==> src/rtl/gora_pkg.sv <==
// shared types, constants and the reciprocal table of the gyro averaging block
package gora_pkg;

  // kept counts hold 0..16 samples
  localparam int KCNT_W = 5;
  // reciprocal scale: floor(2^RCP_SH / d)
  localparam int RCP_SH = 20;
  localparam int RCP_W  = 21;
  localparam int SMP_W  = 16;
  localparam int LIM_W  = 15;
  localparam logic [LIM_W-1:0] LIMIT_RST = 15'd470;

  // configuration register indexes
  localparam int CFG_IDX_W = 2;
  typedef logic [CFG_IDX_W-1:0] cfg_idx_t;
  localparam cfg_idx_t REG_OFFSET_X     = 2'd0;
  localparam cfg_idx_t REG_OFFSET_Y     = 2'd1;
  localparam cfg_idx_t REG_OFFSET_Z     = 2'd2;
  localparam cfg_idx_t REG_REJECT_LIMIT = 2'd3;

  typedef struct packed {
    logic [SMP_W-1:0] raw_x;
    logic [SMP_W-1:0] raw_y;
    logic [SMP_W-1:0] raw_z;
  } in_t;

  typedef struct packed {
    logic signed [SMP_W-1:0] mean_x;
    logic signed [SMP_W-1:0] mean_y;
    logic signed [SMP_W-1:0] mean_z;
    logic signed [SMP_W-1:0] ref_x;
    logic signed [SMP_W-1:0] ref_y;
    logic signed [SMP_W-1:0] ref_z;
    logic                    all_valid;
  } out_t;

  // commands from the controller to the datapath
  typedef struct packed {
    logic take;     // store an accepted sample
    logic clr_acc;  // clear the axis accumulators
    logic rd_en;    // read one stored entry
    logic div_en;   // reciprocal multiply
    logic acc_en;   // correct quotient and accumulate
    logic finish;   // load the result register
  } dp_cmd_t;

  typedef enum logic [4:0] {
    ST_IDLE = 5'b00001,
    ST_READ = 5'b00010,
    ST_DIV  = 5'b00100,
    ST_ACC  = 5'b01000,
    ST_OUT  = 5'b10000
  } state_t;

  // floor(2^20 / d) for d = 1..16, zero for an empty axis
  function automatic logic [RCP_W-1:0] recip(input logic [KCNT_W-1:0] d);
    logic [RCP_W-1:0] r;
    case (d)
      5'd1:    r = 21'd1048576;
      5'd2:    r = 21'd524288;
      5'd3:    r = 21'd349525;
      5'd4:    r = 21'd262144;
      5'd5:    r = 21'd209715;
      5'd6:    r = 21'd174762;
      5'd7:    r = 21'd149796;
      5'd8:    r = 21'd131072;
      5'd9:    r = 21'd116508;
      5'd10:   r = 21'd104857;
      5'd11:   r = 21'd95325;
      5'd12:   r = 21'd87381;
      5'd13:   r = 21'd80659;
      5'd14:   r = 21'd74898;
      5'd15:   r = 21'd69905;
      5'd16:   r = 21'd65536;
      default: r = '0;
    endcase
    return r;
  endfunction

endpackage

==> src/rtl/gora_ctrl.sv <==
// controller: sample intake, per-entry divide sequence and result handshake
module gora_ctrl #(
  parameter int WINDOW = 10,
  localparam int AW = (WINDOW > 1) ? $clog2(WINDOW) : 1
) (
  input  logic              clk,
  input  logic              rst_n,
  input  logic              in_valid,
  output logic              in_stall,
  output logic              out_valid,
  input  logic              out_stall,
  output gora_pkg::dp_cmd_t cmd,
  output logic [AW-1:0]     addr
);

  localparam logic [AW-1:0] LAST = AW'(WINDOW - 1);

  gora_pkg::state_t state_r, state_nxt;
  logic [AW-1:0]    fill_r, fill_nxt;
  logic [AW-1:0]    idx_r, idx_nxt;
  logic             out_valid_r, out_valid_nxt;
  logic             accept;

  assign in_stall  = (state_r != gora_pkg::ST_IDLE);
  assign accept    = in_valid && !in_stall;
  assign out_valid = out_valid_r;
  assign addr      = (state_r == gora_pkg::ST_IDLE) ? fill_r : idx_r;

  // next state and commands
  always_comb begin
    state_nxt = state_r;
    fill_nxt  = fill_r;
    idx_nxt   = idx_r;
    cmd       = '0;
    unique case (state_r)
      gora_pkg::ST_IDLE: begin
        if (accept) begin
          cmd.take = 1'b1;
          if (fill_r == LAST) begin
            fill_nxt    = '0;
            idx_nxt     = '0;
            cmd.clr_acc = 1'b1;
            state_nxt   = gora_pkg::ST_READ;
          end else begin
            fill_nxt = fill_r + AW'(1);
          end
        end
      end
      gora_pkg::ST_READ: begin
        cmd.rd_en = 1'b1;
        state_nxt = gora_pkg::ST_DIV;
      end
      gora_pkg::ST_DIV: begin
        cmd.div_en = 1'b1;
        state_nxt  = gora_pkg::ST_ACC;
      end
      gora_pkg::ST_ACC: begin
        cmd.acc_en = 1'b1;
        if (idx_r == LAST) begin
          state_nxt = gora_pkg::ST_OUT;
        end else begin
          idx_nxt   = idx_r + AW'(1);
          state_nxt = gora_pkg::ST_READ;
        end
      end
      gora_pkg::ST_OUT: begin
        if (!out_valid_r || !out_stall) begin
          cmd.finish = 1'b1;
          state_nxt  = gora_pkg::ST_IDLE;
        end
      end
      default: begin
        state_nxt = gora_pkg::ST_IDLE;
      end
    endcase
  end

  // result register occupancy
  always_comb begin
    priority if (cmd.finish) begin
      out_valid_nxt = 1'b1;
    end else if (!out_stall) begin
      out_valid_nxt = 1'b0;
    end else begin
      out_valid_nxt = out_valid_r;
    end
  end

  always_ff @(posedge clk) begin
    if (!rst_n) begin
      state_r     <= gora_pkg::ST_IDLE;
      fill_r      <= '0;
      idx_r       <= '0;
      out_valid_r <= 1'b0;
    end else begin
      state_r     <= state_nxt;
      fill_r      <= fill_nxt;
      idx_r       <= idx_nxt;
      out_valid_r <= out_valid_nxt;
    end
  end

  // a new result never overwrites one that is still pending
  a_no_overwrite: assert property (@(posedge clk) disable iff (!rst_n)
    cmd.finish |-> (!out_valid_r || !out_stall))
    else $error("result loaded over a pending transaction");

  // a loaded result is offered in the next cycle
  a_finish_valid: assert property (@(posedge clk) disable iff (!rst_n)
    cmd.finish |=> out_valid)
    else $error("result not offered after load");

  // fill and entry indexes stay inside the window
  a_fill_range: assert property (@(posedge clk) disable iff (!rst_n)
    (fill_r <= LAST) && (idx_r <= LAST))
    else $error("window index out of range");

  // the window wraps only into the divide sequence
  a_wrap_read: assert property (@(posedge clk) disable iff (!rst_n)
    (cmd.take && fill_r == LAST) |=> (state_r == gora_pkg::ST_READ))
    else $error("full window did not start the divide sequence");

endmodule

==> src/rtl/gora_dp.sv <==
// datapath: offset and rejection, sample store, reciprocal divide and sums
module gora_dp #(
  parameter int WINDOW = 10,
  localparam int AW = (WINDOW > 1) ? $clog2(WINDOW) : 1
) (
  input  logic                       clk,
  input  logic                       rst_n,
  input  logic                       cfg_we,
  input  gora_pkg::cfg_idx_t         cfg_index,
  input  logic [gora_pkg::SMP_W-1:0] cfg_data,
  input  gora_pkg::in_t              in_data,
  input  gora_pkg::dp_cmd_t          cmd,
  input  logic [AW-1:0]              addr,
  output gora_pkg::out_t             out_data
);

  localparam int SW = gora_pkg::SMP_W;
  localparam int KW = gora_pkg::KCNT_W;
  localparam int PW = SW + gora_pkg::RCP_W;
  localparam logic [KW-1:0] KEPT_RST = KW'(WINDOW);

  logic [SW-1:0]                offset_r [3];
  logic [gora_pkg::LIM_W-1:0]   limit_r;
  logic [KW-1:0]                kept_r [3];
  logic [3*SW-1:0]              mem [WINDOW];
  logic [3*SW-1:0]              rd_r;
  logic [SW-1:0]                q0_r [3];
  logic [SW-1:0]                mag_r [3];
  logic                         neg_r [3];
  logic [SW-1:0]                acc_r [3];
  logic [SW-1:0]                ref_r [3];
  logic                         ref_taken_r;
  gora_pkg::out_t               out_r;

  logic [SW-1:0]   raw [3];
  logic [SW-1:0]   diff [3];
  logic            rej [3];
  logic [SW-1:0]   kept_smp [3];
  logic [SW-1:0]   smp [3];
  logic [SW-1:0]   mag [3];
  logic [PW-1:0]   prod [3];
  logic [SW+KW-1:0] qd [3];
  logic [SW+KW-1:0] rem [3];
  logic [SW-1:0]   q [3];
  logic [SW-1:0]   mean [3];
  logic            valid;

  assign raw[0] = in_data.raw_x;
  assign raw[1] = in_data.raw_y;
  assign raw[2] = in_data.raw_z;

  // offset subtraction and outlier test per axis
  always_comb begin
    for (int k = 0; k < 3; k++) begin
      diff[k]     = raw[k] - offset_r[k];
      rej[k]      = ($signed({diff[k][SW-1], diff[k]}) > $signed({2'b00, limit_r})) ||
                    ($signed({diff[k][SW-1], diff[k]}) < -$signed({2'b00, limit_r}));
      kept_smp[k] = rej[k] ? '0 : diff[k];
    end
  end

  // divide stages: reciprocal multiply, then remainder correction
  always_comb begin
    for (int k = 0; k < 3; k++) begin
      smp[k]  = rd_r[k*SW +: SW];
      mag[k]  = smp[k][SW-1] ? SW'(~smp[k] + 1'b1) : smp[k];
      prod[k] = PW'(mag[k]) * PW'(gora_pkg::recip(kept_r[k]));
      qd[k]   = (SW+KW)'(q0_r[k]) * (SW+KW)'(kept_r[k]);
      rem[k]  = (SW+KW)'(mag_r[k]) - qd[k];
      q[k]    = q0_r[k] + SW'(rem[k] >= (SW+KW)'(kept_r[k]));
    end
  end

  // window verdict and final means
  assign valid = (kept_r[0] != '0) && (kept_r[1] != '0) && (kept_r[2] != '0);
  always_comb begin
    for (int k = 0; k < 3; k++) begin
      mean[k] = valid ? acc_r[k] : '0;
    end
  end

  // configuration registers
  always_ff @(posedge clk) begin
    if (!rst_n) begin
      offset_r[0] <= '0;
      offset_r[1] <= '0;
      offset_r[2] <= '0;
      limit_r     <= gora_pkg::LIMIT_RST;
    end else if (cfg_we) begin
      unique case (cfg_index)
        gora_pkg::REG_OFFSET_X:     offset_r[0] <= cfg_data;
        gora_pkg::REG_OFFSET_Y:     offset_r[1] <= cfg_data;
        gora_pkg::REG_OFFSET_Z:     offset_r[2] <= cfg_data;
        gora_pkg::REG_REJECT_LIMIT: limit_r     <= cfg_data[gora_pkg::LIM_W-1:0];
        default: ;
      endcase
    end
  end

  // kept counts per axis
  always_ff @(posedge clk) begin
    if (!rst_n) begin
      for (int k = 0; k < 3; k++) kept_r[k] <= KEPT_RST;
    end else begin
      for (int k = 0; k < 3; k++) begin
        if (cmd.finish) begin
          kept_r[k] <= KEPT_RST;
        end else if (cmd.take && rej[k] && kept_r[k] != '0) begin
          kept_r[k] <= kept_r[k] - KW'(1);
        end
      end
    end
  end

  // sample store, one write or one registered read per cycle
  always_ff @(posedge clk) begin
    if (cmd.take) begin
      mem[addr] <= {kept_smp[2], kept_smp[1], kept_smp[0]};
    end
    if (cmd.rd_en) begin
      rd_r <= mem[addr];
    end
  end

  // quotient estimate and accumulation
  always_ff @(posedge clk) begin
    for (int k = 0; k < 3; k++) begin
      if (cmd.div_en) begin
        q0_r[k]  <= prod[k][gora_pkg::RCP_SH +: SW];
        mag_r[k] <= mag[k];
        neg_r[k] <= smp[k][SW-1];
      end
      if (cmd.clr_acc) begin
        acc_r[k] <= '0;
      end else if (cmd.acc_en) begin
        acc_r[k] <= neg_r[k] ? (acc_r[k] - q[k]) : (acc_r[k] + q[k]);
      end
    end
  end

  // reference latch
  always_ff @(posedge clk) begin
    if (!rst_n) begin
      ref_taken_r <= 1'b0;
      for (int k = 0; k < 3; k++) ref_r[k] <= '0;
    end else if (cmd.finish && !ref_taken_r) begin
      ref_taken_r <= 1'b1;
      for (int k = 0; k < 3; k++) ref_r[k] <= mean[k];
    end
  end

  // result register
  always_ff @(posedge clk) begin
    if (cmd.finish) begin
      out_r.mean_x    <= mean[0];
      out_r.mean_y    <= mean[1];
      out_r.mean_z    <= mean[2];
      out_r.ref_x     <= ref_taken_r ? ref_r[0] : mean[0];
      out_r.ref_y     <= ref_taken_r ? ref_r[1] : mean[1];
      out_r.ref_z     <= ref_taken_r ? ref_r[2] : mean[2];
      out_r.all_valid <= valid;
    end
  end

  assign out_data = out_r;

endmodule

==> src/rtl/gyro_outlier_rejecting_average_core.sv <==
// top level of the outlier-rejecting gyro window average
// Usage:
//   in_*   : one transaction per sample triple (raw_x, raw_y, raw_z), taken when
//            in_valid is high and in_stall is low.
//   out_*  : one transaction per completed window of WINDOW samples, carrying the
//            three means, the reference means and all_valid.
//   cfg_*  : register writes (offsets, reject limit), always ready; write only
//            while the block is idle.
// Window sequence:
//   within a window a sample is taken every cycle. The last sample of a window
//   starts a divide sequence that takes each stored entry through the store read,
//   the reciprocal multiply, and the remainder correction and sum; in_stall stays
//   high until the result is loaded, so no new sample is taken in the meantime.
//   The divide sequence over the single-port sample store limits the window rate.
// Reset: synchronous rst_n resets the controller, kept counts (to WINDOW), reference and
//   registers (limit 470, offsets 0); the sample store needs no clearing.
// Stall: a result waits in the output register while out_stall is high; sampling
//   continues, and the next result waits until the register is free.
module gyro_outlier_rejecting_average_core #(
  parameter int WINDOW = 10
) (
  input  logic                       clk,
  input  logic                       rst_n,
  input  logic                       in_valid,
  output logic                       in_stall,
  input  gora_pkg::in_t              in_data,
  output logic                       out_valid,
  input  logic                       out_stall,
  output gora_pkg::out_t             out_data,
  input  logic                       cfg_valid,
  output logic                       cfg_ready,
  input  gora_pkg::cfg_idx_t         cfg_index,
  input  logic [gora_pkg::SMP_W-1:0] cfg_data
);

  localparam int AW = (WINDOW > 1) ? $clog2(WINDOW) : 1;

  gora_pkg::dp_cmd_t cmd;
  logic [AW-1:0]     addr;

  assign cfg_ready = 1'b1;

  gora_ctrl #(
    .WINDOW(WINDOW)
  ) u_ctrl (
    .clk      (clk),
    .rst_n    (rst_n),
    .in_valid (in_valid),
    .in_stall (in_stall),
    .out_valid(out_valid),
    .out_stall(out_stall),
    .cmd      (cmd),
    .addr     (addr)
  );

  gora_dp #(
    .WINDOW(WINDOW)
  ) u_dp (
    .clk      (clk),
    .rst_n    (rst_n),
    .cfg_we   (cfg_valid && cfg_ready),
    .cfg_index(cfg_index),
    .cfg_data (cfg_data),
    .in_data  (in_data),
    .cmd      (cmd),
    .addr     (addr),
    .out_data (out_data)
  );

endmodule

==> config.mk <==
export PLATFORM = sky130hd
export DESIGN_NAME = gyro_outlier_rejecting_average_core
export DESIGN_NICKNAME = d
export VERILOG_FILES = /design/src/rtl/gora_pkg.sv /design/src/rtl/gora_ctrl.sv /design/src/rtl/gora_dp.sv /design/src/rtl/gyro_outlier_rejecting_average_core.sv
export SDC_FILE = /design/constraint.sdc
export NUM_CORES = 2
export LEC_CHECK = 0
export BUFFER_PORTS_ARGS = -buffer_cell sky130_fd_sc_hd__buf_2
export CAP_MARGIN = 40
export CORE_MARGIN = 3
export CORE_UTILIZATION = 50
export CTS_CLUSTER_DIAMETER = 30
export DETAILED_ROUTE_END_ITERATION = 6
export GPL_TIMING_DRIVEN = 0
export PLACE_DENSITY = 0.7
export SKIP_LAST_GASP = 1
export SYNTH_ARGS = -nofsm -noshare
export SYNTH_HDL_FRONTEND = slang
export SYNTH_HIERARCHICAL = 1
export SYNTH_SLANG_ARGS = --single-unit
==> constraint.sdc <==
create_clock -name clk -period 8.3 [get_ports clk]
set_input_delay 1.66 -clock clk [delete_from_list [all_inputs] [get_ports clk]]
set_output_delay 1.66 -clock clk [all_outputs]
set_load 0.01 [all_outputs]
======== Word level (Yosys, flattened, before mapping) ========
Memory sizes are Yosys's and may differ from the RTL's. A register that Yosys moved wholly into a read port is not among the register bits.
Index checks and enable logic that the tools add are counted.
operators by class
  equal/unequal tests ..................... 16
  $add $sub $neg .......................... 24
  order comparisons ....................... 9
  multipliers ............................. 6
  bitwise logic cells ..................... 18
  muxes and demuxes ....................... 91
  reduce and logical (&&, ||, !) cells .... 27
operator list
  cell                   number
  $mux 16                24
  $mul 16x21->36         3
  $sub 16x16->16         6
  $ge 21x5->1            3
  $mul 16x5->21          3
  $sub 16x21->21         3
  $lt 16x17->1           3
  $mux 5                 10
  $add 16x1->16          3
  $add 16x1->16 const B  3
  $add 16x16->16         3
  $gt 16x16->1           3
  $mux 1                 48
  $not 16->16            3
  $pmux 5 s5             1
  $mux 4                 5
  $neg 15->17            1
  $or 1x1->1             15
  $reduce_bool 5->1      3
  $sub 5x1->5 const B    3
  $logic_and 1x1->1      10
  $add 4x1->4 const B    2
  $eq 4x4->1 const B     2
  $pmux 4 s2             1
  other kinds (18)       30
storage, ports and cells
  output and inout port bits .............. 100
  bits in writable memories ............... 738
  word-level logic and storage cells ...... 215
  bits in read-only memories .............. 2016
  memories ................................ 11
  input port bits ......................... 71
  flip-flop bits (word level) ............. 127
memory list
  memory            words  width  rd ports  clocked after memory_dff  wr ports  RTL line        RTL
  (name not given)  32     21     1         0                         0         gora_pkg.sv:58  case (d)
  (name not given)  32     21     1         0                         0         gora_pkg.sv:58
  (name not given)  32     21     1         0                         0         gora_pkg.sv:58
  u_dp.mem          10     48     1         1                         1         gora_dp.sv:25   logic [3*SW-1:0] mem [WINDOW];
  u_dp.acc_r        3      16     3         0                         3         gora_dp.sv:30   logic [SW-1:0] acc_r [3];
  u_dp.mag_r        3      16     3         0                         3         gora_dp.sv:28   logic [SW-1:0] mag_r [3];
  5 more memories   -      -      -         -                         -         -

======== Logic depth before layout (Yosys ltp) ========
  depth after elaboration ................. 12
  depth in mapped cells ................... 41
  gate-level depth less buffers ........... 37

======== Modules after synthesis ========
Netlist, hierarchy kept.
by module, submodules not included
  module                               cells an instance  instances  area each (um2)  sequential area each (um2)
  gora_dp                              7757               1          81834.7          26835.7
  gora_ctrl                            96                 1          815.8            280.3
  gyro_outlier_rejecting_average_core  2                  1          11.3             0.0

======== Worst setup path after synthesis ========
OpenSTA, ideal clock, no wires.
  path kind ............................... reg2reg
  start ................................... memory u_dp/kept_r[2][2] (netlist bit)
  end ..................................... memory u_dp/acc_r[2][15] (netlist bit) (data pin)
  cell stages (with the launch flop) ...... 41
  period minus slack after synthesis ...... 8.641 ns
  data arrival time ....................... 8.375 ns
  required time ........................... 8.034 ns
  buffers on the path ..................... 5
  setup time .............................. 0.266 ns
  slack ................................... -0.341 ns
  path through ............................ edfxtp_1 -> buf_4 -> clkbuf_1 -> clkbuf_1 -> clkbuf_1 -> nand2_1 -> fa_1 -> fa_1 -> inv_1 -> fa_1 -> inv_1 -> ha_1 -> xnor2_1 -> ha_1 -> a2111oi_1 -> nand4_1 -> a211oi_1 -> o2111ai_1 -> [5 not listed] -> ha_1 -> ha_1 -> clkbuf_1 -> xor2_1 -> nor3_1 -> nor2b_1 -> nor2_1 -> xor2_1 -> ha_1 -> or3_1 -> o21ai_0 -> a21oi_1 -> a211oi_1 -> a211o_1 -> o21ai_0 -> a31oi_1 -> xnor2_1 -> nor2_1
RTL lines
  element             RTL line       RTL
  start: declaration  gora_dp.sv:24  logic [KW-1:0] kept_r [3];
  end: declaration    gora_dp.sv:30

==> impl_metrics.json <==
{
  "setup-tns-final_ps": -273.9,
  "cp.arrival_ps": 8900,
  "worstPathRequired_ps": 8810,
  "ant_nets": 0,
  "critPathLaunchType": "flip-flop",
  "clock.fmax_mhz": 119.1,
  "worst_path_most_repeated_cell": "ha_4",
  "finClkSkew_ps": 73.76,
  "drt_iter0_drc": 4990,
  "syn_to_final_growth_pct": 18.93,
  "grt_max_degree": 69,
  "drv_slew": 0,
  "antenna_found_initial": 4,
  "fin_crit_sh": 1.011,
  "failed_checks": "setup timing",
  "ys.flop_type": "edfxtp_1",
  "synth_seq_cells": 913,
  "core_mm2": 0.1635,
  "first_global_vias": 63900,
  "die-height_um": 412.6,
  "clockRootBuffer": "clkbuf_16",
  "clock-sinks": 913,
  "power.density_mw_per_mm2": 380.4,
  "timing.final.ws_setup_ps": -92.96,
  "postSynthNetCount": 9525,
  "routed_via_density": 5.653,
  "grt-ovfl-total": 0,
  "track_usage": 0.2859,
  "synth_top_area_frac": 0.3208,
  "cp_max_fo": 6,
  "grt_pass1_wl_mm": 371.9,
  "clkLatencyLatePin_ps": 810,
  "ioPinCount": 171,
  "drc": 0,
  "synth_area_mm2": 0.08266,
  "worstHoldPathCells": 2,
  "postCtsHoldBufs": 0,
  "final_nets": 10170,
  "cpPeakStageDelay_ps": 540,
  "status": "finished with violations",
  "total_leakage_power_nw": 41.75,
  "post-route-util": 0.6012,
  "crit_type": "reg -> reg",
  "crit_slowest_cell": "fa_1",
  "ys_types": 103,
  "hold_viol_final": 0,
  "r2r_cells": 39,
  "hp-class": "reg -> reg",
  "drv_cap": 0,
  "dp_slack_ps": -1916,
  "dp.final_hpwl_mm": 187.0,
  "routed_wl_mm": 242.7,
  "finalSetupViolCount": 4,
  "dieArea_mm2": 0.1702,
  "wire_per_inst_um": 22.41,
  "cts_buffers": 173,
  "via_count": 61200,
  "fin_crit_ps": 8393,
  "drt_pass1_iterations": 6,
  "syn-mean-instance-area_um2": 10.52,
  "ctsLongestPathBuffers": 3,
  "rows": 148,
  "yosysTopAreaCell": "edfxtp_1",
  "drive_gt1_frac": 0.1645,
  "synth.area.top_cells": "edfxtp_1 32%, fa_1 23%, ha_1 9.7%",
  "ir_worst_vdd_uv": 761.6,
  "ys_seq_area_frac": 0.3280,
  "start_util": 0.5055,
  "relSlewSlack": 0.3739,
  "async_flop_share": 0,
  "globalplace.congestion": 1.010,
  "cp-end-kind": "flip-flop",
  "cts_tree": "built",
  "io_buffers": 169,
  "rsz0062_at_grt": "yes",
  "worst_pin_slew_ps": 939.1,
  "cts.clk_slew.worst_paths_ps": 50,
  "netlist_instances": 7855,
  "cts_max_level": 4,
  "ys_warn_count": 6,
  "synth_edf_count": 883,
  "die_w_um": 412.6
}
-- path summary, 6_finish.rpt --
path	endpoint	slack [ps]	start
worst min register to register	u_dp/limit_r[3]$_SDFFE_PN0P_	480	u_dp/limit_r[3]$_SDFFE_PN0P_
worst max register to register	u_dp/acc_r[2][11]$_SDFFCE_PN0P_	-90	u_dp/kept_r[2][2]$_SDFFCE_PN0P_
worst min-delay path	u_dp/limit_r[3]$_SDFFE_PN0P_	480	u_dp/limit_r[3]$_SDFFE_PN0P_
worst max-delay path	u_dp/acc_r[2][11]$_SDFFCE_PN0P_	-90	u_dp/kept_r[2][2]$_SDFFCE_PN0P_
-- timing repair --
item                       in CTS  in global routing
gates resized for setup       420                367
pin swaps                     123                170
buffers inserted              128                102
setup endpoints to repair      91                 68
gates cloned                    1                  1
-- cell families after synthesis --
family / synth area share
and+or+nand+nor: 0.1328
xor gates and xnor gates: 0.03327
other: 0.00004537
buffers and inverters: 0.07367
DFF: 0.3280
AOI/OAI and AO/OA: 0.06792
muxes: 0.03501
adders and majority gates: 0.3292
-- cells in the final DEF, fill, tap and decap left out, drive strengths merged, types with 66 or more instances in the layout --
cell,count
a211oi,78
a21oi,236
and2,254
buf,560
clkbuf,397
clkinv,71
edfxtp,883
fa,960
ha,639
inv,1327
mux2i,66
mux4,96
nand2,1058
nand3,88
nor2,501
nor2b,119
nor3,100
o21ai,178
xnor2,186
xor2,128
-- critical path, delay by kind of cell, from the launching register on --
family | cells | cell delay (ps)
AO/OA/AOI/OAI | 7 | 1440
XOR/XNOR | 3 | 490
adder cells (fa/ha/maj) | 9 | 2830
buffers and inverters | 9 | 1040
flip-flops | 1 | 450
AND/OR/NAND/NOR | 11 | 1870
-- stage by stage --
step	power [W]	cells	cell area, um2	hold WS [ps]
2_1_floorplan	0.02080	7855	82690	424.4
3_3_place_gp	0.02591	10200	86250	459.0
3_5_place_dp	0.02652	10290	87430	469.5
4_1_cts	0.03549	10730	96270	475.4
5_1_grt	0.04068	10830	98300	501.8
6_report	0.03740	10830	98310	477.0
-- cells in the mapped netlist, types with 9 or more instances --
master and n:
and4_1 13, dfxtp_1 30, nand3_1 87, nand4_1 39
edfxtp_1 883, a211oi_1 76, and3_1 50, o41ai_1 9
a211o_1 10, or3_1 21, mux4_2 96, o21ai_0 170
o211ai_1 19, a21o_1 60, fa_1 960, nand2b_1 48
clkbuf_1 251, ha_1 639, buf_2 13, xnor2_1 186
a21oi_1 235, o31ai_1 13, nor2_1 501, o21a_1 59
a21boi_0 20, buf_1 34, xor2_1 128, o2111ai_1 11
mux2i_1 65, o21bai_1 31, o22ai_1 11, inv_1 1299
nand2_1 1058, and2_1 254, nor3_1 97, a31oi_1 40
nor3b_1 23, nor2b_1 119, nand3b_1 17, nor4_1 24
-- per-layer routing --
layer  global-route usage  up-vias  part of all wire
li1                     -    27160                 -
met1               0.3833    30730              0.41
met2               0.4644     2776              0.47
met3              0.05284      533             0.082
met4               0.1071        4             0.039
met5                    0        -           0.00012
-- where the power goes --
group | internal, W | switching [W]
Combinational | 0.0103 | 0.0139
Sequential | 0.00583 | 0.0000502
Clock | 0.00464 | 0.00262
-- state kept, by name (all words and copies together) (netlist names) --
name	cells
u_dp/q0_r	48
u_dp/mem	480
u_dp/neg_r	3
u_dp/mag_r	48
u_dp/acc_r	48
u_dp/kept_r	15
u_ctrl/state_r	5
u_ctrl/out_valid	1
u_ctrl/fill_r	4
u_dp/offset_r	48
u_dp/rd_r	48
u_dp/out_data	97
u_ctrl/idx_r	4
u_dp/ref_r	48
u_dp/limit_r	15
u_dp/ref_taken_r	1
-- cell type report --
class / count / area [um2]
Multi-Input combinational cell: 5331 / 51760
Tap cell: 2175 / 2721
Timing Repair Buffer: 490 / 3731
Buffer: 284 / 1827
Antenna cell: 3 / 7.507
Inverter: 1307 / 4954
Clock buffer: 183 / 4367
Sequential cell: 913 / 27120
Clock inverter: 141 / 1827
Fill cell: 13020 / 65210
No activity file was read; power rests on OpenSTA's default activity.
